$ cat src/sv/lru_pkg.sv
// ----------------------------------------------------------------------------
// lru_pkg
// shared constants and types of the lru key/value cache
// ----------------------------------------------------------------------------
package lru_pkg;

	localparam int unsigned EntriesDefault = 16;
	localparam int unsigned KeyWidth       = 32;
	localparam int unsigned ValueWidth     = 32;
	localparam int unsigned CapWidth       = 5;
	localparam logic [CapWidth-1:0] CapReset = 5'd16;

	typedef enum logic [1:0] {
		ST_IDLE,
		ST_SCAN,
		ST_RESULT
	} state_t;

	typedef enum logic {
		MODE_GET = 1'b0,
		MODE_PUT = 1'b1
	} mode_t;

endpackage

$ cat src/sv/lru_key_value_cache_core.sv
// ----------------------------------------------------------------------------
// lru_key_value_cache_core
// fully associative key/value cache with least recently used replacement
// ----------------------------------------------------------------------------
// input beats on s_axis carry a get (tuser 0) or a put (tuser 1) with key and
// value in tdata; every beat yields exactly one result beat on m_axis with
// hit and evicted in tuser and the read value in tdata.
// keys, values and recency ranks sit in one synchronous memory per field;
// an access reads each slot in turn, one slot a cycle, comparing keys and
// tracking the oldest entry, then writes back the changed key, value and
// ranks in a second sweep of one slot a cycle.
// the result beat is offered after both sweeps, and a new input beat is
// taken only once the core is back in its idle state.
// the next beat is accepted once the result is registered, so it overlaps a
// result that is still waiting on m_axis.
// reset empties the store (valid bits and the fill count clear at once) and
// sets capacity to 16; configuration writes keep the contents.
// a stalled receiver holds the result beat; the core then takes at most one
// more input and waits with its result until the first is taken.
// ----------------------------------------------------------------------------
module lru_key_value_cache_core #(
	parameter int unsigned ENTRIES = lru_pkg::EntriesDefault
) (
	input  logic        clk,
	input  logic        arst_n,
	// configuration write channel: capacity
	input  logic        cfg_valid,
	output logic        cfg_ready,
	input  logic [7:0]  cfg_data,
	// tdata: lookup_key[31:0], write_value[63:32]
	input  logic        s_axis_tvalid,
	output logic        s_axis_tready,
	input  logic [63:0] s_axis_tdata,
	// tuser: mode
	input  logic        s_axis_tuser,
	// tdata: read_value[31:0]
	output logic        m_axis_tvalid,
	input  logic        m_axis_tready,
	output logic [31:0] m_axis_tdata,
	// tuser: hit[0], evicted[1]
	output logic [1:0]  m_axis_tuser
);

	localparam int unsigned IdxW = (ENTRIES > 1) ? $clog2(ENTRIES) : 1;
	localparam int unsigned RankW = IdxW;
	localparam int unsigned CntW = $clog2(ENTRIES + 1);
	localparam int unsigned KW = lru_pkg::KeyWidth;
	localparam int unsigned VW = lru_pkg::ValueWidth;
	localparam int unsigned CW = lru_pkg::CapWidth;
	localparam logic [IdxW-1:0] LastIdx = IdxW'(ENTRIES - 1);

	lru_pkg::state_t state_q;
	logic            phase_q;        // 0 = scan sweep, 1 = write-back sweep
	logic [IdxW:0]   ptr_q;          // read address / step counter
	logic            rd_vld_q;       // memory data valid for slot rd_idx_q
	logic [IdxW-1:0] rd_idx_q;

	logic [CW-1:0]   cap_q;
	logic [ENTRIES-1:0] valid_q;
	logic [CntW-1:0] fill_q;

	logic            put_q;
	logic [KW-1:0]   key_q;
	logic [VW-1:0]   val_q;

	logic            found_q;
	logic [IdxW-1:0] slot_q;
	logic [RankW-1:0] slot_rank_q;
	logic [VW-1:0]   hit_val_q;
	logic            any_q;
	logic [IdxW-1:0] worst_q;
	logic [RankW-1:0] worst_rank_q;
	logic [IdxW-1:0] free_q;
	logic            free_any_q;

	// decision taken between the sweeps
	logic            wr_en_q;        // new key written to target on a put miss
	logic [IdxW-1:0] tgt_q;
	logic [RankW-1:0] thr_q;         // entries below this rank age by one
	logic            all_age_q;      // insert: every valid entry ages
	logic            ins_q;
	logic            evict_q;

	logic            out_vld_q;
	logic [VW-1:0]   out_val_q;
	logic            out_hit_q;
	logic            out_ev_q;

	// memories
	logic            key_we, val_we, rank_we;
	logic [IdxW-1:0] waddr;
	logic [KW-1:0]   key_rd;
	logic [VW-1:0]   val_rd;
	logic [RankW-1:0] rank_rd, rank_wd;
	logic [VW-1:0]   val_wd;
	logic [IdxW-1:0] raddr;

	assign raddr = ptr_q[IdxW-1:0];

	lru_ram #(.WIDTH(KW), .DEPTH(ENTRIES)) u_key_ram (
		.clk(clk), .we(key_we), .waddr(waddr), .wdata(key_q),
		.raddr(raddr), .rdata(key_rd)
	);
	lru_ram #(.WIDTH(VW), .DEPTH(ENTRIES)) u_val_ram (
		.clk(clk), .we(val_we), .waddr(waddr), .wdata(val_wd),
		.raddr(raddr), .rdata(val_rd)
	);
	lru_ram #(.WIDTH(RankW), .DEPTH(ENTRIES)) u_rank_ram (
		.clk(clk), .we(rank_we), .waddr(waddr), .wdata(rank_wd),
		.raddr(raddr), .rdata(rank_rd)
	);

	// effective capacity: zero acts as one, saturate at the store size
	logic [CntW:0] eff_cap;
	always_comb begin
		if (cap_q == '0) begin
			eff_cap = (CntW+1)'(1);
		end else if ({{(CntW+1){1'b0}}, cap_q} > (CntW+1+CW)'(ENTRIES)) begin
			eff_cap = (CntW+1)'(ENTRIES);
		end else begin
			eff_cap = (CntW+1)'(cap_q);
		end
	end

	// handshakes
	assign cfg_ready     = 1'b1;
	assign s_axis_tready = (state_q == lru_pkg::ST_IDLE);
	assign m_axis_tvalid = out_vld_q;
	assign m_axis_tdata  = out_val_q;
	assign m_axis_tuser  = {out_ev_q, out_hit_q};

	logic in_beat;
	assign in_beat = s_axis_tvalid && s_axis_tready;

	// write-back sweep: slot rd_idx_q, memory data is its old rank
	logic [RankW-1:0] new_rank;
	logic             rd_valid_slot;
	assign rd_valid_slot = valid_q[rd_idx_q];
	always_comb begin
		new_rank = rank_rd;
		if (rd_idx_q == tgt_q) begin
			new_rank = '0;
		end else if (rd_valid_slot && (all_age_q || rank_rd < thr_q)) begin
			new_rank = rank_rd + RankW'(1);
		end
	end

	always_comb begin
		waddr   = rd_idx_q;
		rank_wd = new_rank;
		val_wd  = val_q;
		rank_we = (state_q == lru_pkg::ST_SCAN) && phase_q && rd_vld_q &&
			(wr_en_q || found_q);
		key_we  = rank_we && wr_en_q && (rd_idx_q == tgt_q);
		val_we  = rank_we && put_q && (rd_idx_q == tgt_q);
	end

	// control sequencer
	always_ff @(posedge clk or negedge arst_n) begin
		if (!arst_n) begin
			state_q   <= lru_pkg::ST_IDLE;
			phase_q   <= 1'b0;
			ptr_q     <= '0;
			rd_vld_q  <= 1'b0;
			cap_q     <= lru_pkg::CapReset;
			valid_q   <= '0;
			fill_q    <= '0;
			out_vld_q <= 1'b0;
		end else begin
			if (cfg_valid && cfg_ready) begin
				cap_q <= cfg_data[CW-1:0];
			end
			if (out_vld_q && m_axis_tready) begin
				out_vld_q <= 1'b0;
			end
			case (state_q)
				lru_pkg::ST_IDLE: begin
					if (in_beat) begin
						state_q  <= lru_pkg::ST_SCAN;
						phase_q  <= 1'b0;
						ptr_q    <= '0;
						rd_vld_q <= 1'b0;
					end
				end
				lru_pkg::ST_SCAN: begin
					rd_vld_q <= (ptr_q < (IdxW+1)'(ENTRIES));
					if (ptr_q < (IdxW+1)'(ENTRIES)) begin
						ptr_q <= ptr_q + (IdxW+1)'(1);
					end
					if (ptr_q == (IdxW+1)'(ENTRIES) && !rd_vld_q) begin
						if (!phase_q) begin
							phase_q <= 1'b1;
							ptr_q   <= '0;
						end else begin
							state_q <= lru_pkg::ST_RESULT;
						end
					end
					if (phase_q && rd_vld_q && rd_idx_q == LastIdx && ins_q) begin
						valid_q[tgt_q] <= 1'b1;
						fill_q         <= fill_q + CntW'(1);
					end
				end
				lru_pkg::ST_RESULT: begin
					if (!out_vld_q || m_axis_tready) begin
						out_vld_q <= 1'b1;
						state_q   <= lru_pkg::ST_IDLE;
					end
				end
				default: state_q <= lru_pkg::ST_IDLE;
			endcase
		end
	end

	// datapath: capture, scan and decision
	always_ff @(posedge clk) begin
		rd_idx_q <= raddr;
		if (in_beat) begin
			put_q      <= (s_axis_tuser == lru_pkg::MODE_PUT);
			key_q      <= s_axis_tdata[KW-1:0];
			val_q      <= s_axis_tdata[KW+VW-1:KW];
			found_q    <= 1'b0;
			any_q      <= 1'b0;
			free_any_q <= 1'b0;
			slot_q     <= '0;
			slot_rank_q <= '0;
			hit_val_q  <= '0;
			worst_q    <= '0;
			worst_rank_q <= '0;
			free_q     <= '0;
		end
		// scan sweep: match, oldest entry and lowest free slot
		if (state_q == lru_pkg::ST_SCAN && !phase_q && rd_vld_q) begin
			if (valid_q[rd_idx_q]) begin
				if (key_rd == key_q && !found_q) begin
					found_q     <= 1'b1;
					slot_q      <= rd_idx_q;
					slot_rank_q <= rank_rd;
					hit_val_q   <= val_rd;
				end
				if (!any_q || rank_rd > worst_rank_q) begin
					any_q        <= 1'b1;
					worst_q      <= rd_idx_q;
					worst_rank_q <= rank_rd;
				end
			end else if (!free_any_q) begin
				free_any_q <= 1'b1;
				free_q     <= rd_idx_q;
			end
		end
		// decision at the turn between sweeps
		if (state_q == lru_pkg::ST_SCAN && !phase_q &&
				ptr_q == (IdxW+1)'(ENTRIES) && !rd_vld_q) begin
			wr_en_q   <= 1'b0;
			ins_q     <= 1'b0;
			evict_q   <= 1'b0;
			all_age_q <= 1'b0;
			tgt_q     <= slot_q;
			thr_q     <= slot_rank_q;
			if (found_q) begin
				tgt_q <= slot_q;
			end else if (put_q) begin
				if ({1'b0, fill_q} >= eff_cap && any_q) begin
					wr_en_q <= 1'b1;
					evict_q <= 1'b1;
					tgt_q   <= worst_q;
					thr_q   <= worst_rank_q;
				end else if (free_any_q) begin
					wr_en_q   <= 1'b1;
					ins_q     <= 1'b1;
					all_age_q <= 1'b1;
					tgt_q     <= free_q;
				end
			end
		end
		// result register
		if (state_q == lru_pkg::ST_RESULT && (!out_vld_q || m_axis_tready)) begin
			out_hit_q <= found_q;
			out_val_q <= (found_q && !put_q) ? hit_val_q : '0;
			out_ev_q  <= evict_q;
		end
	end

endmodule

$ cat src/sv/lru_ram.sv
// ----------------------------------------------------------------------------
// lru_ram
// generic single-port write, single-port read ram with registered read
// ----------------------------------------------------------------------------
module lru_ram #(
	parameter int unsigned WIDTH = 32,
	parameter int unsigned DEPTH = 16
) (
	input  logic                                          clk,
	input  logic                                          we,
	input  logic [((DEPTH > 1) ? $clog2(DEPTH) : 1)-1:0] waddr,
	input  logic [WIDTH-1:0]                              wdata,
	input  logic [((DEPTH > 1) ? $clog2(DEPTH) : 1)-1:0] raddr,
	output logic [WIDTH-1:0]                              rdata
);

	logic [WIDTH-1:0] mem_q [DEPTH];

	// write port and registered read
	always_ff @(posedge clk) begin
		if (we) begin
			mem_q[waddr] <= wdata;
		end
		rdata <= mem_q[raddr];
	end

endmodule

$ cat config.mk
export PLATFORM = sky130hd
export DESIGN_NAME = lru_key_value_cache_core
export DESIGN_NICKNAME = d
export VERILOG_FILES = /design/src/sv/lru_pkg.sv /design/src/sv/lru_key_value_cache_core.sv /design/src/sv/lru_ram.sv
export SDC_FILE = /design/constraint.sdc
export NUM_CORES = 1
export LEC_CHECK = 0
export BUFFER_PORTS_ARGS = -buffer_cell sky130_fd_sc_hd__buf_2
export CAP_MARGIN = 0
export CORE_ASPECT_RATIO = 0.8
export CORE_UTILIZATION = 60
export CTS_CLUSTER_DIAMETER = 200
export DETAILED_ROUTE_END_ITERATION = 12
export PLACE_DENSITY = 0.77
export SLEW_MARGIN = 40
export SYNTH_ARGS = -nofsm -noshare
export SYNTH_HDL_FRONTEND = slang
export SYNTH_SLANG_ARGS = --single-unit
$ cat constraint.sdc
create_clock -name clk -period 7.4 [get_ports clk]
set_clock_uncertainty 0.2 [all_clocks]
set_input_delay 0.74 -clock clk [delete_from_list [all_inputs] [get_ports clk]]
set_output_delay 0.74 -clock clk [all_outputs]
set_load 0.02 [all_outputs]
Word-level counts from Yosys, hierarchy flattened --
Memory sizes are Yosys's and may differ from the RTL's. A register that Yosys moved wholly into a read port is not among the register bits. Index checks and enable logic that the tools add are counted.
Word-level totals: output and inout port bits 37, memories kept 3, bits of input ports 78, register bits after elaboration 205, word-level logic and storage cells 174, RAM bits 1088
Memories:
- u_key_ram.mem_q | depth 16, width 32, read ports 1, clocked after Yosys merged registers in 1, write ports 1, RTL line lru_ram.sv:17 | logic [WIDTH-1:0] mem_q [DEPTH];
- u_val_ram.mem_q | depth 16, width 32, read ports 1, clocked after Yosys merged registers in 1, write ports 1, RTL line lru_ram.sv:17
- u_rank_ram.mem_q | depth 16, width 4, read ports 1, clocked after Yosys merged registers in 1, write ports 1, RTL line lru_ram.sv:17
Operators by class: reductions and logical operators 42, bitwise gates (word level) 2, multiplexer cells 77, $add $sub $neg 3, equal/unequal tests 10, $lt $le $gt $ge 8
Operators by type and width (number):
- two-way mux 32 bit | 4
- two-way mux 4 bit | 29
- == test 32 bit | 1
- two-way mux 1 bit | 28
- two-way mux 5 bit | 5
- logical AND 1 bit | 23
- OR 16 bit | 1
- adder 5 x 1 -> 5 bit, second input constant | 2
- less-than comparator 4 x 5 -> 1 bit, second input constant | 2
- one-hot mux 5 bit (2 select lines) | 1
- two-way mux 2 bit | 4
- greater-or-equal comparator 5 x 6 -> 1 bit | 1
- zero test 1 bit | 6
- two-way mux 6 bit | 1
- one-hot mux 2 bit (3 select lines) | 1
- == test 5 bit, second input constant | 1
- greater-than comparator 5 bit, second input constant | 1
- zero test 5 bit | 1
- less-than comparator 5 bit, second input constant | 1
- adder 4 x 1 -> 4 bit, second input constant | 1
- binary-select mux 1 bit (select 4 bit) | 1
- demux 1 bit (select 4 bit) | 1
- == test 4 bit | 1
- == test 4 bit, second input constant | 1
- 17 further kinds | 24

Depth between registers and ports, before layout --
word-level depth 8, gate-level depth with buffers 11, gate-level depth less buffers 10

Cells and area by module --
From an unflattened synthesis, not the netlist that was laid out.
Unflattened totals: cell total of the unflattened synthesis 2473, area total of the unflattened synthesis 50758.7 um2
By module, submodules not included:
- lru_ram (u_val_ram) | cells each 838, area each 19854.0 um2, instances 1
- lru_ram (u_key_ram) | cells each 838, area each 19835.3 um2, instances 1
- lru_key_value_cache_core | cells each 667, area each 8403.1 um2, instances 1
- lru_ram (u_rank_ram) | cells each 130, area each 2666.3 um2, instances 1

Least setup slack after synthesis --
Ideal clock, no wire load.
path kind register to register, start register tgt_q[3], end memory u_key_ram.mem_q[12][0] (enable), library setup time 0.502 ns, arrival 4.588 ns, cell stages (with the launch flop) 6, slack 2.110 ns, period minus slack after synthesis 5.290 ns, path through edfxtp_1 -> xor2_1 -> nor4_2 -> nand3_1 -> clkbuf_1 -> nor4_1
Between the ends: cells in the longest elaborated chain, start to end 4
RTL lines:
- from (decl) | RTL line lru_key_value_cache_core.sv:78 | logic [IdxW-1:0] tgt_q;
- from (signal assigned) | RTL line lru_key_value_cache_core.sv:257 | tgt_q <= slot_q;
- from (signal assigned) | RTL line lru_key_value_cache_core.sv:260 | tgt_q <= slot_q;
- from (signal assigned) | RTL line lru_key_value_cache_core.sv:265 | tgt_q <= worst_q;
- == test 4 bit | RTL line lru_key_value_cache_core.sv:154 | key_we = rank_we && wr_en_q && (rd_idx_q == tgt_q);
- logical AND 1 bit | RTL line lru_key_value_cache_core.sv:154
- two-way mux 1 bit | RTL line lru_ram.sv:21 | if (we) begin
- two-way mux 1 bit (implied by the code) | RTL line lru_ram.sv:22 | mem_q[waddr] <= wdata;
- to (decl) | RTL line lru_ram.sv:17
No other way between the ends.

Worst setup path in the final report --
start register rd_idx_q[1], end memory u_key_ram.mem_q[1][8] (enable)
Between the ends: cells in the longest elaborated chain, start to end 4
RTL lines:
- from (decl) | RTL line lru_key_value_cache_core.sv:56 | logic [IdxW-1:0] rd_idx_q;
- from (signal assigned) | RTL line lru_key_value_cache_core.sv:216 | rd_idx_q <= raddr;
- == test 4 bit | RTL line lru_key_value_cache_core.sv:154
- logical AND 1 bit | RTL line lru_key_value_cache_core.sv:154
- two-way mux 1 bit | RTL line lru_ram.sv:21
- two-way mux 1 bit (implied by the code) | RTL line lru_ram.sv:22
Parallel ways exist; a longest one is shown, timed or not.

==> metrics.yaml <==
run_status: "finished clean"
via_count: 24136
grt_max_degree: 102
die_x_um: 327
leakage_uw: 0.0185
post-route-period-util_pct: 59.8
hpwl_um: 53300
std_cell_rows: 94
cap_violations: 0
hold_buffers: 32
wirelength_um: 111000
yosysSeqAreaShare_pct: 77.7
clock_sinks: 1361
synth_cell_types: 49
synth_top_area_cell: "edfxtp_1"
ys_seq_elements: 1361
synth_area_um2: 50700
worst_slew_pin_slew_ns: 0.873
place.gp.congestion: 0.785
cts_root_buffer: "clkbuf_16"
power_density_nw_per_um2: 340
ys.flop_type: "edfxtp_1"
slew_headroom_pct: 41.3
synth_area_per_cell_um2: 22.0
antenna_found_initial: 2
num-fill-cells: 4731
clockBufferDepth: 3
die_area_um2: 85700
die_height_um: 262
min_path_type: "input pin to register"
cp_max_fo: 23
ios: 115
synth_common_cells: "edfxtp_1 (1,198), mux4_2 (344), dfxtp_1 (127), nand2_1 (93), clkbuf_1 (65)"
critical_path_required_ns: 7.53
crit_path_end_kind: "register"
arrival_ns: 4.55
rsz0062_at_grt: "no"
num-nets-final: 2604
grt_pass1_wl_um: 163000
synth_area_leaders: "edfxtp_1 (71%), mux4_2 (15%), dfxtp_1 (5.0%), dfrtp_1 (1.7%), mux2i_1 (1.0%)"
syn_inst: 2306
post_cts_buffers: 0
track_usage_pct: 26.3
synth_most_common_cell: "edfxtp_1"
clock_latency_ns: 0.70
cts_made_buffers: 118
syn_nets: 2400
tns_ns: 0
start_kind: "register"
synth.top_cell.area_share_pct: 70.9
ys_async_sr_fraction_pct: 2.65
postRouteAntennaNets: 0
drive_above_1_share_pct: 28.6
grt_pass1_vias: 24662
min_period_ns: 4.42
cts_tree: "yes"
drt_first_pass_iters: 5
peakVddDrop_mv: 0.228
hold_ws_ns: 0.0319
avgRoutedWirePerCell_um: 29.9
route.detailed.drc: 0
clk_pin_slew_worst_paths_ns: 0.07
h-tree-depth: 3
synth_edf_count: 1198
overflow: 0
cp_cell_sequence: "xor2_1, nor4_4, nand3_1, or2_2, nor2_4, buf_4"
initial_utilization_pct: 61.2
ctsResizeCount: 0
setup_viol_count_final: 0
critPathKind: "register to register"
ys_warn_count: 0
syn2layout_area_growth_pct: 12.9
viasPerCell: 6.49
drt_iter0_markers: 3032
critPathSlowestCell: "dfxtp_1"
slew_viol_final: 0
coreArea_um2: 82900
port-buffer-count: 110
cpPeakStageDelay_ns: 0.86
fmax_mhz: 226
final_hold_viol_count: 0
-- through the flow --
step / cells / power [uW] / setup slack [ns] / utilization, % / area [um2]
3_3_place_gp: 3457 / 13100 / 2.88 / 63.7 / 52800
4_1_cts: 3718 / 19500 / 2.62 / 69.0 / 57200
2_1_floorplan: 2306 / 12300 / 2.11 / - / 50700
6_report: 3721 / 19400 / 2.98 / 69.0 / 57200
5_1_grt: 3720 / 20100 / 2.82 / 69.0 / 57200
3_5_place_dp: 3461 / 13300 / 2.67 / 63.8 / 52900
-- state kept, by name (all words and copies together) (netlist names), 5 cells and up --
signal            count
u_key_ram.mem_q     512
u_val_ram.mem_q     512
u_rank_ram.mem_q     64
hit_val_q            32
key_q                32
m_axis_tdata         32
u_key_ram.rdata      32
u_val_ram.rdata      32
val_q                32
valid_q              16
cap_q                 5
fill_q                5
ptr_q                 5
-- metal layers --
| metal | share of wire (%) | track usage (%) |
|---|---|---|
| met1 | 38 | 37.1 |
| met2 | 50 | 43.5 |
| met3 | 9.4 | 4.50 |
| met4 | 2.4 | 7.09 |
| met5 | 0.012 | 0 |
-- final cells by class --
type	instances	area, um2	share of cell area [%]
Antenna cell	2	5.00	0.00874
Clock buffer	166	3360	5.86
Timing Repair Buffer	193	1410	2.45
Inverter	52	198	0.345
Sequential cell	1361	39400	68.9
Clock inverter	59	591	1.03
Tap cell	1104	1380	2.41
Multi-Input combinational cell	784	10900	19.0
-- critical path: cells and delay by family (launching register included) --
| kind | cells | cell delay, ns |
|---|---|---|
| AND/OR/NAND/NOR | 4 | 2.22 |
| XOR/XNOR | 1 | 0.23 |
| buffers and inverters | 1 | 0.51 |
| flip-flops | 1 | 0.86 |
-- placed cells by master (no fill, tap or decap), types with 28 or more instances in the layout --
cell type and instances:
dfrtp_1 31, xor2_1 32, mux2i_1 52, clkbuf_1 28, buf_4 37, dlygate4sd3_1 32
nand2_1 92, nor2_1 28, buf_2 109, dfxtp_1 126, inv_1 50, and2_1 33
clkbuf_16 120, mux4_2 344, edfxtp_1 1198
-- kinds of logic after synthesis --
| logic type | synth area share (%) |
|---|---|
| compound gates | 0.826 |
| xor+xnor | 0.708 |
| fa+ha+maj | 0.395 |
| buf+inv | 1.35 |
| flops | 77.7 |
| mux | 16.5 |
| other cells | 0.00739 |
| simple gates | 2.48 |
-- where the power goes --
group	switching (uW)	leakage (uW)	internal [uW]
registers	438	0.0123	8760
clock network	2720	0.00194	3520
logic	1880	0.00434	2140
-- worst paths after layout --
| kind | from | endpoint | slack, ns | cells past startpoint |
|---|---|---|---|---|
| min | s_axis_tdata[9] | key_q[9]$_DFFE_PP_ | 0.03 | 1 |
| max in group asynchronous | arst_n | ptr_q[0]$_DFFE_PN0P_ | 6.27 | 2 |
| min reg2reg | u_val_ram.rdata[11]$_DFF_P_ | hit_val_q[11]$_DFF_P_ | 0.22 | 2 |
| max | rd_idx_q[1]$_DFF_P_ | u_key_ram.mem_q[1][8]$_DFFE_PP_ | 2.98 | 6 |
| max reg2reg | rd_idx_q[1]$_DFF_P_ | u_key_ram.mem_q[1][8]$_DFFE_PP_ | 2.98 | 6 |
| min in group asynchronous | arst_n | valid_q[8]$_DFFE_PN0P_ | 0.37 | 2 |
(Power assumes the default switching activity.)
